===== config.mk =====
export PLATFORM = sky130hd
export DESIGN_NAME = rational_arith_unit
export DESIGN_NICKNAME = d
export VERILOG_FILES = /design/src/rau_pkg.sv /design/src/rau_divider.sv /design/src/rau_datapath.sv /design/src/rau_ctrl.sv /design/src/rational_arith_unit.sv
export SDC_FILE = /design/constraint.sdc
export NUM_CORES = 2
export LEC_CHECK = 0
export BUFFER_PORTS_ARGS = -buffer_cell sky130_fd_sc_hd__buf_2
export CAP_MARGIN = 20
export CORE_MARGIN = 2
export CORE_UTILIZATION = 50
export DETAILED_ROUTE_END_ITERATION = 6
export HOLD_SLACK_MARGIN = 0.08
export PLACE_DENSITY = 0.7
export SETUP_SLACK_MARGIN = 0.5
export SYNTH_ARGS = -nofsm -noshare
export SYNTH_HDL_FRONTEND = slang
export SYNTH_SLANG_ARGS = --single-unit

===== constraint.sdc =====
create_clock -name clock -period 10 [get_ports clock]
set_input_delay 0.5 -clock clock [delete_from_list [all_inputs] [get_ports clock]]
set_output_delay 0.5 -clock clock [all_outputs]
set_load 0.05 [all_outputs]

===== src/rau_pkg.sv =====
// ----------------------------------------------------------------------------
// rau_pkg: shared types and constants for the rational arithmetic unit
// Opcodes, stream widths and the command/status bundles that pass
// between the controller and the datapath.
// ----------------------------------------------------------------------------
package rau_pkg;

   // default datapath width and fixed field widths
   localparam int WIDTH_DEF   = 32;
   localparam int DATA_W      = 32;
   localparam int OPCODE_W    = 4;
   localparam int REQ_TDATA_W = 136;
   localparam int RSP_TDATA_W = 72;

   // opcodes
   localparam logic [OPCODE_W-1:0] OP_ADD = 4'd0;
   localparam logic [OPCODE_W-1:0] OP_SUB = 4'd1;
   localparam logic [OPCODE_W-1:0] OP_MUL = 4'd2;
   localparam logic [OPCODE_W-1:0] OP_DIV = 4'd3;
   localparam logic [OPCODE_W-1:0] OP_EQ  = 4'd4;
   localparam logic [OPCODE_W-1:0] OP_LT  = 4'd5;
   localparam logic [OPCODE_W-1:0] OP_LE  = 4'd6;
   localparam logic [OPCODE_W-1:0] OP_GT  = 4'd7;
   localparam logic [OPCODE_W-1:0] OP_GE  = 4'd8;

   // which cross product the shared multiplier forms this cycle
   typedef enum logic [1:0] {
      MUL_NONE,
      MUL_P0,
      MUL_P1,
      MUL_P2
   } mul_step_type;

   // operand pair for the divider
   typedef enum logic [1:0] {
      DSRC_GCD,
      DSRC_NUM,
      DSRC_DEN
   } div_src_type;

   // controller -> datapath
   typedef struct packed {
      logic         load;
      mul_step_type mul_step;
      logic         form;
      logic         gcd_init;
      logic         div_start;
      div_src_type  div_src;
      logic         gcd_update;
      logic         num_update;
      logic         den_update;
      logic         sign_fix;
      logic         out_load;
   } cmd_type;

   // datapath -> controller
   typedef struct packed {
      logic div_done;
      logic gx_zero;
      logic gy_zero;
      logic op_arith;
   } status_type;

endpackage


===== src/rau_divider.sv =====
// ----------------------------------------------------------------------------
// rau_divider: iterative signed divider
// Restoring radix-2 division on magnitudes, one quotient bit per cycle,
// truncated quotient and remainder with the remainder taking the
// dividend's sign. Results wrap to WIDTH bits.
// ----------------------------------------------------------------------------
module rau_divider #(
   parameter int WIDTH = rau_pkg::WIDTH_DEF
) (
   input  logic             clock,
   input  logic             reset,
   input  logic             start,
   input  logic [WIDTH-1:0] dividend,
   input  logic [WIDTH-1:0] divisor,
   output logic             done,
   output logic [WIDTH-1:0] quotient,
   output logic [WIDTH-1:0] remainder
);
   localparam int CNT_W = $clog2(WIDTH + 1);

   logic             busy_ff, busy_in;
   logic             done_ff, done_in;
   logic [CNT_W-1:0] cnt_ff, cnt_in;
   logic [WIDTH-1:0] rem_ff, rem_in;
   logic [WIDTH-1:0] quo_ff, quo_in;
   logic [WIDTH-1:0] dsr_ff, dsr_in;
   logic             neg_q_ff, neg_q_in;
   logic             neg_r_ff, neg_r_in;

   logic [WIDTH:0]   shifted;
   logic [WIDTH:0]   diff;

   // one restoring step
   assign shifted = {rem_ff, quo_ff[WIDTH-1]};
   assign diff    = shifted - {1'b0, dsr_ff};

   always_comb begin
      busy_in  = busy_ff;
      done_in  = 1'b0;
      cnt_in   = cnt_ff;
      rem_in   = rem_ff;
      quo_in   = quo_ff;
      dsr_in   = dsr_ff;
      neg_q_in = neg_q_ff;
      neg_r_in = neg_r_ff;
      if (start) begin
         busy_in  = 1'b1;
         cnt_in   = CNT_W'(WIDTH);
         rem_in   = '0;
         quo_in   = dividend[WIDTH-1] ? -dividend : dividend;
         dsr_in   = divisor[WIDTH-1] ? -divisor : divisor;
         neg_q_in = dividend[WIDTH-1] ^ divisor[WIDTH-1];
         neg_r_in = dividend[WIDTH-1];
      end else if (busy_ff) begin
         if (!diff[WIDTH]) begin
            rem_in = diff[WIDTH-1:0];
            quo_in = {quo_ff[WIDTH-2:0], 1'b1};
         end else begin
            rem_in = shifted[WIDTH-1:0];
            quo_in = {quo_ff[WIDTH-2:0], 1'b0};
         end
         cnt_in = cnt_ff - CNT_W'(1);
         if (cnt_ff == CNT_W'(1)) begin
            busy_in = 1'b0;
            done_in = 1'b1;
         end
      end
   end

   // control state
   always_ff @(posedge clock) begin
      if (reset) begin
         busy_ff <= 1'b0;
         done_ff <= 1'b0;
         cnt_ff  <= '0;
      end else begin
         busy_ff <= busy_in;
         done_ff <= done_in;
         cnt_ff  <= cnt_in;
      end
   end

   // working registers
   always_ff @(posedge clock) begin
      rem_ff   <= rem_in;
      quo_ff   <= quo_in;
      dsr_ff   <= dsr_in;
      neg_q_ff <= neg_q_in;
      neg_r_ff <= neg_r_in;
   end

   // restore signs
   assign done      = done_ff;
   assign quotient  = neg_q_ff ? -quo_ff : quo_ff;
   assign remainder = neg_r_ff ? -rem_ff : rem_ff;

endmodule


===== src/rau_datapath.sv =====
// ----------------------------------------------------------------------------
// rau_datapath: operand registers, shared multiplier, gcd and result
// Holds the item, forms cross products one per cycle, runs the Euclid
// registers around the shared divider and builds the result word.
// ----------------------------------------------------------------------------
module rau_datapath #(
   parameter int WIDTH = rau_pkg::WIDTH_DEF
) (
   input  logic                            clock,
   input  logic                            reset,
   input  rau_pkg::cmd_type                cmd,
   output rau_pkg::status_type             status,
   input  logic [rau_pkg::OPCODE_W-1:0]    opcode,
   input  logic [rau_pkg::DATA_W-1:0]      a_num,
   input  logic [rau_pkg::DATA_W-1:0]      a_den,
   input  logic [rau_pkg::DATA_W-1:0]      b_num,
   input  logic [rau_pkg::DATA_W-1:0]      b_den,
   output logic [rau_pkg::RSP_TDATA_W-1:0] rsp_data
);
   import rau_pkg::*;

   logic [OPCODE_W-1:0]    op_ff;
   logic [WIDTH-1:0]       an_ff, ad_ff, bn_ff, bd_ff;
   logic [WIDTH-1:0]       p0_ff, p1_ff, p2_ff;
   logic [WIDTH-1:0]       num_ff, den_ff;
   logic [WIDTH-1:0]       gx_ff, gy_ff;
   logic [RSP_TDATA_W-1:0] rsp_ff, rsp_in;

   logic [WIDTH-1:0]       mul_a, mul_b;
   logic [2*WIDTH-1:0]     prod;
   logic [WIDTH-1:0]       num_form, den_form;
   logic [WIDTH-1:0]       div_dvd, div_dsr;
   logic                   div_done;
   logic [WIDTH-1:0]       div_quo, div_rem;
   logic                   op_arith;
   logic                   cmp_ok, cmp_bit;
   logic [DATA_W-1:0]      res_num, res_den;
   logic                   res_cmp, res_undef;

   assign op_arith = (op_ff <= OP_DIV);

   // operand select for the shared multiplier
   always_comb begin
      mul_a = ad_ff;
      mul_b = bd_ff;
      unique case (cmd.mul_step)
         MUL_P0: begin
            mul_a = an_ff;
            mul_b = (op_ff == OP_MUL) ? bn_ff : bd_ff;
         end
         MUL_P1: begin
            mul_a = ad_ff;
            mul_b = (op_ff == OP_MUL) ? bd_ff : bn_ff;
         end
         MUL_P2,
         MUL_NONE: begin
            mul_a = ad_ff;
            mul_b = bd_ff;
         end
         default: begin
            mul_a = ad_ff;
            mul_b = bd_ff;
         end
      endcase
   end

   assign prod = mul_a * mul_b;

   // raw numerator and denominator from the cross products
   always_comb begin
      num_form = p0_ff;
      den_form = p1_ff;
      unique case (op_ff)
         OP_ADD: begin
            num_form = p0_ff + p1_ff;
            den_form = p2_ff;
         end
         OP_SUB: begin
            num_form = p0_ff - p1_ff;
            den_form = p2_ff;
         end
         default: begin
            num_form = p0_ff;
            den_form = p1_ff;
         end
      endcase
   end

   // divider operands
   always_comb begin
      div_dvd = gx_ff;
      div_dsr = gy_ff;
      unique case (cmd.div_src)
         DSRC_GCD: begin
            div_dvd = gx_ff;
            div_dsr = gy_ff;
         end
         DSRC_NUM: begin
            div_dvd = num_ff;
            div_dsr = gx_ff;
         end
         DSRC_DEN: begin
            div_dvd = den_ff;
            div_dsr = gx_ff;
         end
         default: begin
            div_dvd = gx_ff;
            div_dsr = gy_ff;
         end
      endcase
   end

   rau_divider #(
      .WIDTH (WIDTH)
   ) u_divider (
      .clock     (clock),
      .reset     (reset),
      .start     (cmd.div_start),
      .dividend  (div_dvd),
      .divisor   (div_dsr),
      .done      (div_done),
      .quotient  (div_quo),
      .remainder (div_rem)
   );

   // item capture and products
   always_ff @(posedge clock) begin
      if (cmd.load) begin
         op_ff <= opcode;
         an_ff <= a_num[WIDTH-1:0];
         ad_ff <= a_den[WIDTH-1:0];
         bn_ff <= b_num[WIDTH-1:0];
         bd_ff <= b_den[WIDTH-1:0];
      end
      if (cmd.mul_step == MUL_P0) p0_ff <= prod[WIDTH-1:0];
      if (cmd.mul_step == MUL_P1) p1_ff <= prod[WIDTH-1:0];
      if (cmd.mul_step == MUL_P2) p2_ff <= prod[WIDTH-1:0];
   end

   // fraction and Euclid registers
   always_ff @(posedge clock) begin
      if (cmd.form) begin
         num_ff <= num_form;
         den_ff <= den_form;
      end else if (cmd.sign_fix) begin
         if (den_ff[WIDTH-1]) begin
            num_ff <= -num_ff;
            den_ff <= -den_ff;
         end
      end else begin
         if (cmd.num_update) num_ff <= div_quo;
         if (cmd.den_update) den_ff <= div_quo;
      end
      if (cmd.gcd_init) begin
         gx_ff <= num_ff;
         gy_ff <= den_ff;
      end else if (cmd.gcd_update) begin
         gx_ff <= gy_ff;
         gy_ff <= div_rem;
      end
   end

   // comparison on wrapped cross products
   assign cmp_ok = (ad_ff != '0) && (bd_ff != '0);

   always_comb begin
      cmp_bit = 1'b0;
      unique case (op_ff)
         OP_EQ:   cmp_bit = (p0_ff == p1_ff);
         OP_LT:   cmp_bit = ($signed(p0_ff) <  $signed(p1_ff));
         OP_LE:   cmp_bit = ($signed(p0_ff) <= $signed(p1_ff));
         OP_GT:   cmp_bit = ($signed(p0_ff) >  $signed(p1_ff));
         OP_GE:   cmp_bit = ($signed(p0_ff) >= $signed(p1_ff));
         default: cmp_bit = 1'b0;
      endcase
   end

   // result word, sign-extended to the port width
   always_comb begin
      res_num   = '0;
      res_den   = '0;
      res_cmp   = 1'b0;
      res_undef = 1'b0;
      if (op_arith) begin
         res_num   = DATA_W'(signed'(num_ff));
         res_den   = DATA_W'(signed'(den_ff));
         res_undef = (den_ff == '0);
      end else begin
         res_cmp = cmp_ok & cmp_bit;
      end
      rsp_in = {6'd0, res_undef, res_cmp, res_den, res_num};
   end

   always_ff @(posedge clock) begin
      if (cmd.out_load) rsp_ff <= rsp_in;
   end

   assign rsp_data = rsp_ff;

   // status toward the controller
   assign status.div_done = div_done;
   assign status.gx_zero  = (gx_ff == '0);
   assign status.gy_zero  = (gy_ff == '0);
   assign status.op_arith = op_arith;

endmodule


===== src/rau_ctrl.sv =====
// ----------------------------------------------------------------------------
// rau_ctrl: sequencing state machine
// Steps one item through products and, for arithmetic, the Euclid loop,
// the two reducing divisions and the sign fix, and owns the output valid flag.
// ----------------------------------------------------------------------------
module rau_ctrl (
   input  logic                clock,
   input  logic                reset,
   input  logic                req_tvalid,
   output logic                req_tready,
   output logic                rsp_tvalid,
   input  logic                rsp_tready,
   input  rau_pkg::status_type status,
   output rau_pkg::cmd_type    cmd
);
   import rau_pkg::*;

   typedef enum logic [3:0] {
      S_IDLE,
      S_MUL0,
      S_MUL1,
      S_MUL2,
      S_FORM,
      S_GCD_INIT,
      S_GCD_TEST,
      S_GCD_WAIT,
      S_DIV_NUM,
      S_DIV_DEN,
      S_FIX,
      S_WRITE
   } state_type;

   state_type state_ff, state_in;
   logic      rsp_tvalid_ff, rsp_tvalid_in;
   logic      slot_free;

   assign slot_free  = !rsp_tvalid_ff || rsp_tready;
   assign req_tready = (state_ff == S_IDLE);
   assign rsp_tvalid = rsp_tvalid_ff;

   // next state and commands
   always_comb begin
      state_in = state_ff;
      cmd      = '0;
      unique case (state_ff)
         S_IDLE: begin
            if (req_tvalid) begin
               cmd.load = 1'b1;
               state_in = S_MUL0;
            end
         end
         S_MUL0: begin
            cmd.mul_step = MUL_P0;
            state_in     = S_MUL1;
         end
         S_MUL1: begin
            cmd.mul_step = MUL_P1;
            state_in     = status.op_arith ? S_MUL2 : S_WRITE;
         end
         S_MUL2: begin
            cmd.mul_step = MUL_P2;
            state_in     = S_FORM;
         end
         S_FORM: begin
            cmd.form = 1'b1;
            state_in = S_GCD_INIT;
         end
         S_GCD_INIT: begin
            cmd.gcd_init = 1'b1;
            state_in     = S_GCD_TEST;
         end
         S_GCD_TEST: begin
            priority if (!status.gy_zero) begin
               cmd.div_start = 1'b1;
               cmd.div_src   = DSRC_GCD;
               state_in      = S_GCD_WAIT;
            end else if (status.gx_zero) begin
               // zero gcd: leave the fraction unreduced
               state_in = S_FIX;
            end else begin
               cmd.div_start = 1'b1;
               cmd.div_src   = DSRC_NUM;
               state_in      = S_DIV_NUM;
            end
         end
         S_GCD_WAIT: begin
            if (status.div_done) begin
               cmd.gcd_update = 1'b1;
               state_in       = S_GCD_TEST;
            end
         end
         S_DIV_NUM: begin
            if (status.div_done) begin
               cmd.num_update = 1'b1;
               cmd.div_start  = 1'b1;
               cmd.div_src    = DSRC_DEN;
               state_in       = S_DIV_DEN;
            end
         end
         S_DIV_DEN: begin
            if (status.div_done) begin
               cmd.den_update = 1'b1;
               state_in       = S_FIX;
            end
         end
         S_FIX: begin
            cmd.sign_fix = 1'b1;
            state_in     = S_WRITE;
         end
         S_WRITE: begin
            if (slot_free) begin
               cmd.out_load = 1'b1;
               state_in     = S_IDLE;
            end
         end
         default: state_in = S_IDLE;
      endcase
   end

   // output valid: set on load, cleared on transfer
   always_comb begin
      rsp_tvalid_in = rsp_tvalid_ff;
      if (cmd.out_load) begin
         rsp_tvalid_in = 1'b1;
      end else if (rsp_tready) begin
         rsp_tvalid_in = 1'b0;
      end
   end

   always_ff @(posedge clock) begin
      if (reset) begin
         state_ff      <= S_IDLE;
         rsp_tvalid_ff <= 1'b0;
      end else begin
         state_ff      <= state_in;
         rsp_tvalid_ff <= rsp_tvalid_in;
      end
   end

endmodule


===== src/rational_arith_unit.sv =====
// ----------------------------------------------------------------------------
// rational_arith_unit: fraction arithmetic and comparison with gcd reduction
// Compares go straight from the products to the result; arithmetic runs
// the Euclid remainder steps, then the two reducing divisions, which a
// zero gcd skips.
// Throughput: one item at a time; the next request is taken in the cycle
// after the result is loaded.
// Reset: synchronous, active high; clears the sequencer and the output valid.
// ----------------------------------------------------------------------------
module rational_arith_unit #(
   parameter int WIDTH = rau_pkg::WIDTH_DEF
) (
   input  logic                            clock,
   input  logic                            reset,
   // opcode[3:0], a_num[35:4], a_den[67:36], b_num[99:68], b_den[131:100]
   input  logic [rau_pkg::REQ_TDATA_W-1:0] req_tdata,
   input  logic                            req_tvalid,
   output logic                            req_tready,
   // res_num[31:0], res_den[63:32], compare_true[64], undefined_result[65]
   output logic [rau_pkg::RSP_TDATA_W-1:0] rsp_tdata,
   output logic                            rsp_tvalid,
   input  logic                            rsp_tready
);
   import rau_pkg::*;

   cmd_type             cmd;
   status_type          status;
   logic [OPCODE_W-1:0] opcode;
   logic [DATA_W-1:0]   a_num, a_den, b_num, b_den;

   // unpack the request word
   assign opcode = req_tdata[3:0];
   assign a_num  = req_tdata[35:4];
   assign a_den  = req_tdata[67:36];
   assign b_num  = req_tdata[99:68];
   assign b_den  = req_tdata[131:100];

   rau_ctrl u_ctrl (
      .clock      (clock),
      .reset      (reset),
      .req_tvalid (req_tvalid),
      .req_tready (req_tready),
      .rsp_tvalid (rsp_tvalid),
      .rsp_tready (rsp_tready),
      .status     (status),
      .cmd        (cmd)
   );

   rau_datapath #(
      .WIDTH (WIDTH)
   ) u_datapath (
      .clock    (clock),
      .reset    (reset),
      .cmd      (cmd),
      .status   (status),
      .opcode   (opcode),
      .a_num    (a_num),
      .a_den    (a_den),
      .b_num    (b_num),
      .b_den    (b_den),
      .rsp_data (rsp_tdata)
   );

endmodule

After elaboration in Yosys (flattened, before gate mapping)
Cells that the tools add are included.
{"block": "totals", "regBits": 533, "in_bits": 140, "out_inout_bits": 74, "wordCells": 164}
{"block": "op_classes", "add_sub_neg": 10, "mul": 1, "order_cmp": 5, "n_eq_ne": 31, "muxes": 62, "bitwise_logic": 3, "n_reduce_logical": 25}
{"operator": "$mux 32", "n": 22}
{"operator": "$neg 32->32", "n": 6}
{"operator": "$pmux 32 s2", "n": 3}
{"operator": "$logic_not 32->1", "n": 3}
{"operator": "$pmux 32 s3", "n": 1}
{"operator": "$reduce_bool 32->1", "n": 2}
{"operator": "$pmux 4 s12", "n": 1}
{"operator": "$sub 33x32->33", "n": 1}
{"operator": "$add 32x32->32", "n": 1}
{"operator": "$eq 32x32->1", "n": 1}
{"operator": "$eq 4x3->1 const B", "n": 8}
{"operator": "$ge 32x32->1", "n": 1}
{"operator": "$gt 32x32->1", "n": 1}
{"operator": "$le 32x32->1", "n": 1}
{"operator": "$lt 32x32->1", "n": 1}
{"operator": "$mul 32x32->32", "n": 1}
{"operator": "$sub 32x32->32", "n": 1}
{"operator": "$mux 31", "n": 1}
{"operator": "$mux 4", "n": 7}
{"operator": "$eq 4x4->1 const B", "n": 5}
{"operator": "$mux 1", "n": 18}
{"operator": "$eq 4x2->1 const B", "n": 3}
{"operator": "$mux 6", "n": 2}
{"operator": "$mux 3", "n": 3}
{"operator": "27 further kinds", "n": 43}

Longest topological paths before layout
{"block": "logic_depth", "ltp_word": 9, "depth_mapped": 37, "depth_no_buf": 34}

Modules after synthesis
From an unflattened synthesis, not the netlist that was laid out.
{"block": "hier_totals", "hier_cells": 4860, "area_unflattened_um2": 47370.4}
{"module": "rau_datapath", "n_inst": 1, "cells_per_inst": 3827, "area_each_um2": 38545.7, "seq_area_each_um2": 12672.2}
{"module": "rau_divider", "n_inst": 1, "cells_per_inst": 970, "area_each_um2": 8319.2, "seq_area_each_um2": 2782.7}
{"module": "rau_ctrl", "n_inst": 1, "cells_per_inst": 63, "area_each_um2": 505.5, "seq_area_each_um2": 100.1}

Least setup slack after synthesis
No wires, ideal clock.
{"block": "synth_path", "path_kind": "reg-to-reg", "start": "register u_ctrl.state_ff[0]", "end": "register u_datapath.p0_ff[26], data pin", "setup_ns": 0.268, "arrival_ns": 9.843, "required_ns": 9.732, "slack_ns": -0.111, "path_stages_with_launch": 31, "n_path_buf": 5, "synth_period_minus_slack_ns": 10.111, "cell_sequence": "dfxtp_1 > clkbuf_1 > nor3b_1 > ha_1 > buf_2 > buf_2 > buf_1 > buf_1 > mux2i_1 > nor2_1 > fa_1 > fa_1 > fa_1 > inv_1 > fa_1 > inv_1 > fa_1 > inv_1 > fa_1 > inv_1 > fa_1 > fa_1 > ha_1 > nand3_1 > inv_1 > a221o_1 > o21ai_0 > a21oi_1 > o21ai_0 > nor2b_1 > xnor2_1"}
{"block": "synth_between", "elab_chain_cells": 6, "elab_cells_between_ends": 13, "cone_classes": "mul (1); eq/ne (6); mux (3); reduce/logical (3)"}
{"item": "start: declaration", "line": "rau_ctrl.sv:33", "text": "state_type state_ff, state_in;"}
{"item": "start signal: assignment", "line": "rau_ctrl.sv:135", "text": "state_ff <= state_in;"}
{"item": "$eq 4x2->1 or $eq 4x1->1 (tied branches)", "line": "rau_ctrl.sv:45", "text": "unique case (state_ff)"}
{"item": "$pmux 2 s3 (*)", "line": "rau_ctrl.sv:45"}
{"item": "$eq 2x2->1 or $logic_not 2->1 (tied branches)", "line": "rau_datapath.sv:46", "text": "unique case (cmd.mul_step)"}
{"item": "$reduce_or 3->1 (no line) or $reduce_or 2->1 (tied branches)"}
{"item": "$pmux 32 s2 or $pmux 32 s3 (tied branches)", "line": "rau_datapath.sv:46"}
{"item": "$mul 32x32->32 (*)", "line": "rau_datapath.sv:67", "text": "assign prod = mul_a * mul_b;"}
{"item": "named net u_datapath.prod[26]", "line": "rau_datapath.sv:30", "text": "logic [2*WIDTH-1:0] prod;"}
{"item": "end signal: assignment", "line": "rau_datapath.sv:135", "text": "if (cmd.mul_step == MUL_P0) p0_ff <= prod[WIDTH-1:0];"}
{"item": "end: declaration", "line": "rau_datapath.sv:24", "text": "logic [WIDTH-1:0] p0_ff, p1_ff, p2_ff;"}
Mark *: on every way through the listed nets, which the timed path passes. The rest lies on a longest branch.
A chain may end at the register's enable or synchronous reset.

Worst setup path in the final report
{"block": "layout_path", "start": "register u_datapath.op_ff[1]", "end": "register u_datapath.p2_ff[26], data pin"}
{"block": "layout_between", "elab_chain_cells": 4, "elab_cells_between_ends": 5, "cone_classes": "mul (1); eq/ne (1); mux (3)"}
{"item": "start: declaration", "line": "rau_datapath.sv:22", "text": "logic [OPCODE_W-1:0] op_ff;"}
{"item": "start signal: assignment", "line": "rau_datapath.sv:129", "text": "op_ff <= opcode;"}
{"item": "$eq 4x2->1 (*)", "line": "rau_datapath.sv:49, rau_datapath.sv:53"}
{"item": "$mux 32 (on tied branches)", "line": "rau_datapath.sv:53, rau_datapath.sv:49"}
{"item": "$pmux 32 s3 (*)", "line": "rau_datapath.sv:46"}
{"item": "$mul 32x32->32 (*)", "line": "rau_datapath.sv:67"}
{"item": "named net u_datapath.prod[26]", "line": "rau_datapath.sv:30"}
{"item": "end signal: assignment", "line": "rau_datapath.sv:137", "text": "if (cmd.mul_step == MUL_P2) p2_ff <= prod[WIDTH-1:0];"}
{"item": "end: declaration", "line": "rau_datapath.sv:24"}
Marks and branches as above.

==> results.sh <==
export IMPL_status="complete, no violations"
export IMPL_layout_cells_non_filler=6381
export IMPL_critPathTopFamily="adder cells"
export IMPL_crit_cells=29
export IMPL_crit_path_end="u_datapath.p2_ff[26]"
export IMPL_num_vias=37424
export IMPL_path_class="flip-flop to flip-flop"
export IMPL_hold_class="primary input to flip-flop"
export IMPL_cp_common_cell="fa_1"
export IMPL_final_max_slew_viol_count=0
export IMPL_cp_num_buf_inv=7
export IMPL_grt_pass1_wl_um=216000
export IMPL_drive_above_1_share=0.113
export IMPL_period_share=0.901
export IMPL_worst_pin_slew_ns=1.16
export IMPL_layout_commonest_cell="inv_1"
export IMPL_drtIter0Drc=3596
export IMPL_clk_path_buf_depth=3
export IMPL_yosysUniqueCellTypes=84
export IMPL_die_h_um=311
export IMPL_rr_endpoint="u_datapath.p2_ff[26]"
export IMPL_routedWlPerCell_um=22.0
export IMPL_cts_tree="built"
export IMPL_fin_skew_ns=0.0697
export IMPL_dp_hpwl_um=105000
export IMPL_htree_levels=2
export IMPL_cap_viol_max_count=0
export IMPL_max_stage_delay_ns=0.57
export IMPL_synth_area_um2=47000
export IMPL_place_ws_ns=0.614
export IMPL_clk_pin_slew_ns=0.06
export IMPL_initial_core_util=0.504
export IMPL_tns_ns=0
export IMPL_post_drt_via_cell_ratio=5.86
export IMPL_grt_pass1_vias=37140
export IMPL_whs_ns=0.153
export IMPL_synth_edf_count=488
export IMPL_dieArea_um2=96400
export IMPL_final_cell_mix="536 x inv_1, 531 x nor2_1, 488 x edfxtp_1"
export IMPL_wirelength_um=140000
export IMPL_gp_congestion=0.986
export IMPL_postSynthCellCount=4797
export IMPL_ys_seq_area_frac=0.331
export IMPL_io_pins=214
export IMPL_cts_sinks=533
export IMPL_max_slew_margin=0.214
export IMPL_reg2reg_slack_ns=0.99
export IMPL_cts_buffers=59
export IMPL_clock_latency_ns=0.69
export IMPL_first_pass_iters=5
export IMPL_multi_input_area_um2=28600
export IMPL_rr_worst_depth=29
export IMPL_worstPathMaxFanout=34
export IMPL_syn2layout_area_growth_pct=12.7
export IMPL_period_needed_ns=9.01
export IMPL_grt_overflow_total=0
export IMPL_end_kind="flip-flop"
export IMPL_finalSetupViolCount=0
export IMPL_hold_viol_final=0
export IMPL_cp_start_kind="flip-flop"
export IMPL_yosysWarnings=0
export IMPL_rows=112
export IMPL_core_area_um2=93200
export IMPL_grt_start_max_net_pins=96
export IMPL_cts_root_buf="clkbuf_16"
export IMPL_regToRegStartpoint="u_datapath.op_ff[1]"
export IMPL_fill_cells=7921
export IMPL_worst_path_max_delay_cell="fa_1"
export IMPL_ys_dominant_reg_cell="edfxtp_1"
export IMPL_critPathRequiredTime_ns=10.49
export IMPL_antenna_left=0
export IMPL_synth_seq_cells=533
export IMPL_seq_area_um2=15600
export IMPL_dieWidth_um=311
export IMPL_dp_cells=6136
export IMPL_crit_path_start="u_datapath.op_ff[1]"
export IMPL_synth_avg_cell_area_um2=9.79
export IMPL_final_nets=5858
export IMPL_worst_slack_ns=0.993
export IMPL_io_buffer_count=203
export IMPL_rsz0062_at_grt="no"
export IMPL_synth_async_reset_ratio=0
export IMPL_clock_fmax_mhz=111
export IMPL_grt_usage=0.289
export IMPL_cp_arrival_ns=9.50
export IMPL_antenna_found_initial=3
export IMPL_drcViolationCount=0
layer usage:
metal | wire (µm) | GRT usage | part of all wire | vias up
li1 | - | - | - | 16900
met1 | 55300 | 0.373 | 0.39 | 18342
met2 | 65300 | 0.473 | 0.46 | 1772
met3 | 11600 | 0.0465 | 0.083 | 408
met4 | 8280 | 0.144 | 0.059 | 2
met5 | 13 | 0 | 0.000093 | -
sequential cells by signal (all words and copies together) (netlist names), 4 cells and up:
name                         flops
u_ctrl.state_ff                  4
u_datapath.ad_ff                32
u_datapath.an_ff                32
u_datapath.bd_ff                32
u_datapath.bn_ff                32
u_datapath.den_ff               32
u_datapath.gx_ff                32
u_datapath.gy_ff                32
u_datapath.num_ff               32
u_datapath.op_ff                 4
u_datapath.p0_ff                32
u_datapath.p1_ff                32
u_datapath.p2_ff                32
u_datapath.rsp_data             66
u_datapath.u_divider.cnt_ff      6
u_datapath.u_divider.dsr_ff     32
u_datapath.u_divider.quo_ff     32
u_datapath.u_divider.rem_ff     32
worst register-to-register path: cells and delay by family, from the launching register on:
family | cells | cell delay (ns)
AO/OA/AOI/OAI | 5 | 1.22
buffers and inverters | 7 | 1.06
XOR/XNOR | 1 | 0.26
flip-flops | 1 | 0.52
AND/OR/NAND/NOR | 6 | 1.17
adder cells (fa/ha/maj) | 9 | 4.24
multiplexers | 1 | 0.36
area by class of cell:
type	instances	area share
repair buffers	450	0.0609
multi-input cells	3493	0.540
flip-flops and latches	533	0.294
diodes	2	0.0000945
clock inverters	30	0.00678
inverters	538	0.0381
well taps	1254	0.0296
clock buffers	81	0.0304
cell usage after synthesis (9+ instances only):
master / number / area share
o31ai_1: 36 / 0.0058
dfxtp_1: 45 / 0.019
mux2_2: 84 / 0.020
nand2_1: 438 / 0.035
o21bai_1: 21 / 0.0034
buf_1: 23 / 0.0018
nand3_1: 50 / 0.0053
buf_6: 10 / 0.0024
o41ai_1: 13 / 0.0024
nor2b_1: 32 / 0.0043
a22o_1: 13 / 0.0024
a221oi_1: 12 / 0.0022
o211ai_1: 13 / 0.0021
a21o_1: 50 / 0.0080
and2_1: 73 / 0.0097
or2_2: 32 / 0.0043
mux2i_1: 131 / 0.028
clkbuf_1: 182 / 0.015
nor3_1: 81 / 0.0086
a221o_1: 35 / 0.0075
a211oi_1: 81 / 0.013
nor2_1: 534 / 0.043
xor2_1: 120 / 0.022
a22oi_1: 9 / 0.0014
ha_1: 232 / 0.062
xnor2_1: 189 / 0.035
nor4_1: 48 / 0.0064
a31oi_1: 60 / 0.0080
fa_1: 411 / 0.18
or3_1: 21 / 0.0028
or4_1: 17 / 0.0027
nand4_1: 20 / 0.0027
and3_1: 13 / 0.0017
buf_2: 14 / 0.0015
nand2b_1: 59 / 0.0079
a21oi_1: 203 / 0.022
o21a_1: 33 / 0.0053
o21ai_0: 210 / 0.022
inv_1: 537 / 0.043
edfxtp_1: 488 / 0.31
per-stage QoR:
| stage | util | cell area, µm² |
|---|---|---|
| floorplan | - | 47000 |
| global placement | 0.532 | 49600 |
| detailed placement | 0.532 | 49600 |
| CTS | 0.568 | 52900 |
| global route | 0.568 | 52900 |
| finish | 0.568 | 52900 |
timing repair:
action	CTS	global route
setup endpoints to repair	0	21
gates resized for setup	0	8
setup buffers	0	0
hold endpoints to repair	132	0
hold buffers	132	0
cell families (layout without fill, tap and decap cells):
kind of cell               Yosys count  after routing  share of synthesized area
AOI/OAI and AO/OA                  857            857                      0.117
buffers and inverters              776           1099                     0.0648
adders and majority gates          643            643                      0.237
DFF                                533            533                      0.331
xor gates and xnor gates           311            311                     0.0584
muxes                              220            220                     0.0492
other                                1              8                  0.0000798
and+or+nand+nor                   1456           1456                      0.142
how the worst min path moves through the flow:
| stage | end | slack, ns | start | cells after the start |
|---|---|---|---|---|
| 6_report | u_datapath.u_divider.busy_ff | 0.15 | reset | 2 |
| 4_1_cts | u_ctrl.state_ff[1] | 0.15 | reset | 2 |
| 3_5_place_dp | u_datapath.u_divider.cnt_ff[1] | 0.50 | u_datapath.u_divider.cnt_ff[1] | 2 |
| 3_3_place_gp | u_datapath.u_divider.cnt_ff[1] | 0.49 | u_datapath.u_divider.cnt_ff[1] | 2 |
| 2_1_floorplan | u_datapath.u_divider.cnt_ff[1] | 0.47 | u_datapath.u_divider.cnt_ff[1] | 2 |
| 5_1_grt | u_datapath.u_divider.busy_ff | 0.16 | reset | 2 |
Power is left out: the tool's default activity adds up to more than one toggle a clock period on the data nets, which glitch-free logic cannot reach.
